`config.mk`:
```
export PLATFORM = sky130hd
export DESIGN_NAME = jpd_cordic
export DESIGN_NICKNAME = d
export VERILOG_FILES = /design/src/rtl/jpd_pkg.sv /design/src/rtl/jpd_cordic.sv
export SDC_FILE = /design/constraint.sdc
export NUM_CORES = 2
export LEC_CHECK = 0
export BUFFER_PORTS_ARGS = -buffer_cell sky130_fd_sc_hd__buf_4
export CAP_MARGIN = 20
export CORE_MARGIN = 5
export CORE_UTILIZATION = 34
export CTS_CLUSTER_SIZE = 12
export DETAILED_ROUTE_END_ITERATION = 8
export PLACE_DENSITY = 0.54
export SLEW_MARGIN = 0
export SYNTH_ARGS = -nofsm -noshare
export SYNTH_HDL_FRONTEND = slang
export SYNTH_SLANG_ARGS = --single-unit
```
`constraint.sdc`:
```
create_clock -name clk -period 15.4 [get_ports clk]
set_input_delay 3.08 -clock clk [delete_from_list [all_inputs] [get_ports clk]]
set_output_delay 3.08 -clock clk [all_outputs]
set_load 0.01 [all_outputs]
```
`src/rtl/jpd_pkg.sv`:
```
`default_nettype none
package jpd_pkg;

  localparam int unsigned MaxStages = 24;
  localparam int unsigned FullScale = 32767;

  // Arc tangent of 2^-i, in 2^-32 turns.
  function automatic logic [31:0] atan_turns(input logic [4:0] i);
    logic [31:0] v;
    case (i)
      5'd0: v = 32'd536870912;
      5'd1: v = 32'd316933406;
      5'd2: v = 32'd167458907;
      5'd3: v = 32'd85004756;
      5'd4: v = 32'd42667331;
      5'd5: v = 32'd21354465;
      5'd6: v = 32'd10679838;
      5'd7: v = 32'd5340245;
      5'd8: v = 32'd2670163;
      5'd9: v = 32'd1335087;
      5'd10: v = 32'd667544;
      5'd11: v = 32'd333772;
      5'd12: v = 32'd166886;
      5'd13: v = 32'd83443;
      5'd14: v = 32'd41722;
      5'd15: v = 32'd20861;
      5'd16: v = 32'd10430;
      5'd17: v = 32'd5215;
      5'd18: v = 32'd2608;
      5'd19: v = 32'd1304;
      5'd20: v = 32'd652;
      5'd21: v = 32'd326;
      5'd22: v = 32'd163;
      5'd23: v = 32'd81;
      default: v = 32'd0;
    endcase
    return v;
  endfunction

endpackage
`default_nettype wire

```
`src/rtl/jpd_cordic.sv`:
```
`default_nettype none
// Vectoring rotation, one micro-rotation per register stage.
// x and y pass an input register, then the rotation stages.
module jpd_cordic #(
  parameter int ROTATION_STAGES = 16
) (
  input  wire logic               clk,
  input  wire logic               adv,
  input  wire logic signed [15:0] x,
  input  wire logic signed [15:0] y,
  output logic [16:0]             heading
);

  localparam int W = 36;

  typedef struct packed {
    logic               fixed;
    logic [16:0]        fixed_val;
  } axis_t;

  logic signed [W-1:0] px_r [ROTATION_STAGES+1];
  logic signed [W-1:0] py_r [ROTATION_STAGES+1];
  logic [31:0]         acc_r [ROTATION_STAGES+1];
  axis_t               ax_r  [ROTATION_STAGES+1];

  logic signed [W-1:0] px0, py0;
  axis_t               ax0;
  always_comb begin
    px0 = W'(y) <<< 16;
    py0 = -(W'(x) <<< 16);
    ax0.fixed     = (x == 16'sd0) || (y == 16'sd0);
    if (x == 16'sd0) begin
      ax0.fixed_val = y[15] ? 17'd32768 : 17'd65536;
    end else begin
      ax0.fixed_val = x[15] ? 17'd16384 : 17'd49152;
    end
  end

  always_ff @(posedge clk) begin
    if (adv) begin
      px_r[0]  <= y[15] ? -px0 : px0;
      py_r[0]  <= y[15] ? -py0 : py0;
      acc_r[0] <= y[15] ? 32'h8000_0000 : 32'd0;
      ax_r[0]  <= ax0;
    end
  end

  for (genvar i = 0; i < ROTATION_STAGES; i++) begin : g_rot
    logic signed [W-1:0] dx, dy;
    assign dx = py_r[i] >>> i;
    assign dy = px_r[i] >>> i;
    always_ff @(posedge clk) begin
      if (adv) begin
        if (!py_r[i][W-1]) begin
          px_r[i+1]  <= px_r[i] + dx;
          py_r[i+1]  <= py_r[i] - dy;
          acc_r[i+1] <= acc_r[i] + jpd_pkg::atan_turns(5'(i));
        end else begin
          px_r[i+1]  <= px_r[i] - dx;
          py_r[i+1]  <= py_r[i] + dy;
          acc_r[i+1] <= acc_r[i] - jpd_pkg::atan_turns(5'(i));
        end
        ax_r[i+1] <= ax_r[i];
      end
    end
  end

  logic [32:0] rnd;
  logic [16:0] h;
  assign rnd = {1'b0, acc_r[ROTATION_STAGES]} + 33'd32768;
  assign h   = rnd[32:16];
  assign heading = ax_r[ROTATION_STAGES].fixed ? ax_r[ROTATION_STAGES].fixed_val :
                   ((h == 17'd0) ? 17'd65536 : h);

endmodule
`default_nettype wire

```
==> impl_metrics.toml <==
[grt]
grtUsageTotal_pct = 16.15
grt_overflow_total = 0
grt_pass1_vias = 84040
antenna_found_initial = 1
grt_first_pass_wirelength_um = 469100
grt_start_max_net_pins = 191

[synthesis]
postSynthCellCount = 11980
synthTopCellsByCount = "edfxtp_1, ha_1, xnor2_1"
avgSynthCellArea_um2 = 9.675
ys_warn_count = 0
synth_top_area_share_pct = 36.30
yosysSeqAreaShare_pct = 36.30
yosys_most_used_dff = "edfxtp_1"
synth_area_mm2 = 0.1159
synth_top_cell_by_area = "edfxtp_1"
synth_seq_cells = 1401
netlist_top_cells_area = "edfxtp_1, ha_1, xnor2_1, a21oi_1, xor2_1"
async_reset_ff_share_pct = 0
yosysUniqueCellTypes = 102
yosysMostFrequentCell = "edfxtp_1"
synth_edf_count = 1401

[job]
cap_violations = 0

[worst_setup_path]
crit_top_cell = "buf_4"
critPathRequiredTime_ps = 15980
path_max_fanout = 65
cp_cell_sequence = "buf_16, buf_4, nand2_1, buf_4, inv_1, buf_4, nor2_1, xnor2_1, ha_1, nor2b_1, o21ai_0, a21boi_1, o211ai_1, o21ai_0, o311ai_1, a31oi_1, or2_2, nand2_1, nor2_1, o41a_1, xor2_1"
endpoint_kind = "flop"
slowest_delay_ps = 640
worst-setup-path-type = "primary input to flop"
cp-start-kind = "primary input"
crit_path_top_delay_cell = "o311ai_1"
cp.arrival_ps = 8740

[timing]
period_needed_ps = 8160
finalWorstSetupSlack_ps = 7240
fin_crit_sh_pct = 52.98
finalSetupViolations = 0
fmax_ghz = 0.1226
hold_violations = 0
worstMarginPinSlew_ps = 1307
slew_viol_final = 0
finalClockSkew_ps = 51.54
rsz0062_at_grt = "no"
slew_headroom_pct = 12.09
final.setup.tns_ps = 0

[floorplan]
pin_count = 51
core_mm2 = 0.3398
fp.dieArea_mm2 = 0.3526
die_w_um = 593.8
start_util_pct = 34.11
core.rowCount = 214
fp.dieH_um = 593.8

[cts]
clkSlewWorstSetupHoldPaths_ps = 60
cts_buffer_depth = 4
cts_tree = "done"
post_cts_buffers = 0
root_buffer = "clkbuf_16"
cts_hold_buf = 0
cts.sinks = 1401
clk_latency_ps = 850
cts_max_level = 4
cts_resized = 0
cts_buffers = 173

[routing]
via_per_inst = 5.225
wl_per_cell_um = 17.69
postRouteAntennaNets = 0
vias = 87380
firstDrtPassIters = 6
wl_um = 295900
drc = 0
drt_iter0_markers = 5940

[finish]
instances_no_fill = 16720
nNetsFinal = 13440
multiInputGateArea_mm2 = 0.07131
seqCellArea_mm2 = 0.04207
drive_gt1_share_pct = 4.128
post-route-util_pct = 37.39
fill_cells = 33970
area_growth_pct = 9.619

[place]
io_buffers = 50
pre_cts_ws_ps = 6389
place_congestion = 0.8879
place_hpwl_um = 233400
place_inst = 16410

[run_status]
status = "finished, final reports clean"

[hold_path]
min_path_type = "flop to flop"
[cells in the final DEF, fill, tap and decap left out, drive strengths merged, types with 191 or more instances in the layout]
master	synthesis	routed
o21ai	727	727
xnor2	1167	1167
nand2	754	754
a21o	561	561
nor2	917	917
nor3	278	278
clkbuf	194	204
nor2b	191	191
a21oi	1130	1130
edfxtp	1401	1401
xor2	617	617
ha	1317	1317
nand2b	219	219
inv	451	457
[final cells by class]
type | instances | area share, %
Sequential cell | 1401 | 33.12
Antenna cell | 2 | 0.003940
Clock inverter | 104 | 0.6639
Tap cell | 4536 | 4.468
Timing Repair Buffer | 110 | 0.6954
Multi-Input combinational cell | 9910 | 56.13
Inverter | 457 | 1.350
Clock buffer | 204 | 3.567
[routing by layer]
metal | GRT usage, % | vias up | wire [µm]
met1 | 21.38 | 40940 | 134400
met3 | 1.661 | 373 | 11100
met5 | 0 | - | 0
met4 | 4.219 | 0 | 8146
met2 | 28.09 | 1512 | 142200
li1 | - | 44560 | -
[kinds of logic after synthesis]
group           synth area share, %
compound gates                19.42
buf+inv                       2.179
flops                         36.30
other cells                0.003236
simple gates                  13.32
mux                          0.4805
xor+xnor                      13.48
fa+ha+maj                     14.81
[critical path: cells and delay by family]
kind	cells	cell delay (ps)
AOI/OAI and AO/OA	7	2180
buffers and inverters	5	1910
and+or+nand+nor	6	800
adders and majority gates	1	320
xor gates and xnor gates	2	290
[state kept, by name (all words and copies together) (netlist names)]
| name | cells |
|---|---|
| acc_r | 426 |
| px_r | 445 |
| ax_r | 68 |
| py_r | 462 |
[metrics by stage]
step | hold WS, ps | area (µm²)
6_report | 399.9 | 127000
2_1_floorplan | 400.3 | 115900
3_3_place_gp | 400.7 | 121700
4_1_cts | 396.8 | 127000
5_1_grt | 415.9 | 127000
3_5_place_dp | 404.5 | 121700
[worst paths after layout]
path	startpoint	end	slack (ps)	depth (start not counted)
setup / recovery	adv	px_r[10][32]$_DFFE_PP_	7240	21
hold / removal	ax_r[15][14]$_DFFE_PP_	ax_r[16][14]$_DFFE_PP_	400	0
setup reg to reg	py_r[12][14]$_DFFE_PP_	px_r[13][29]$_DFFE_PP_	9450	17
hold reg to reg	ax_r[15][14]$_DFFE_PP_	ax_r[16][14]$_DFFE_PP_	400	0
Power is not shown: default switching activity piles up to over one toggle a cycle in this logic, so the estimate is an artifact.
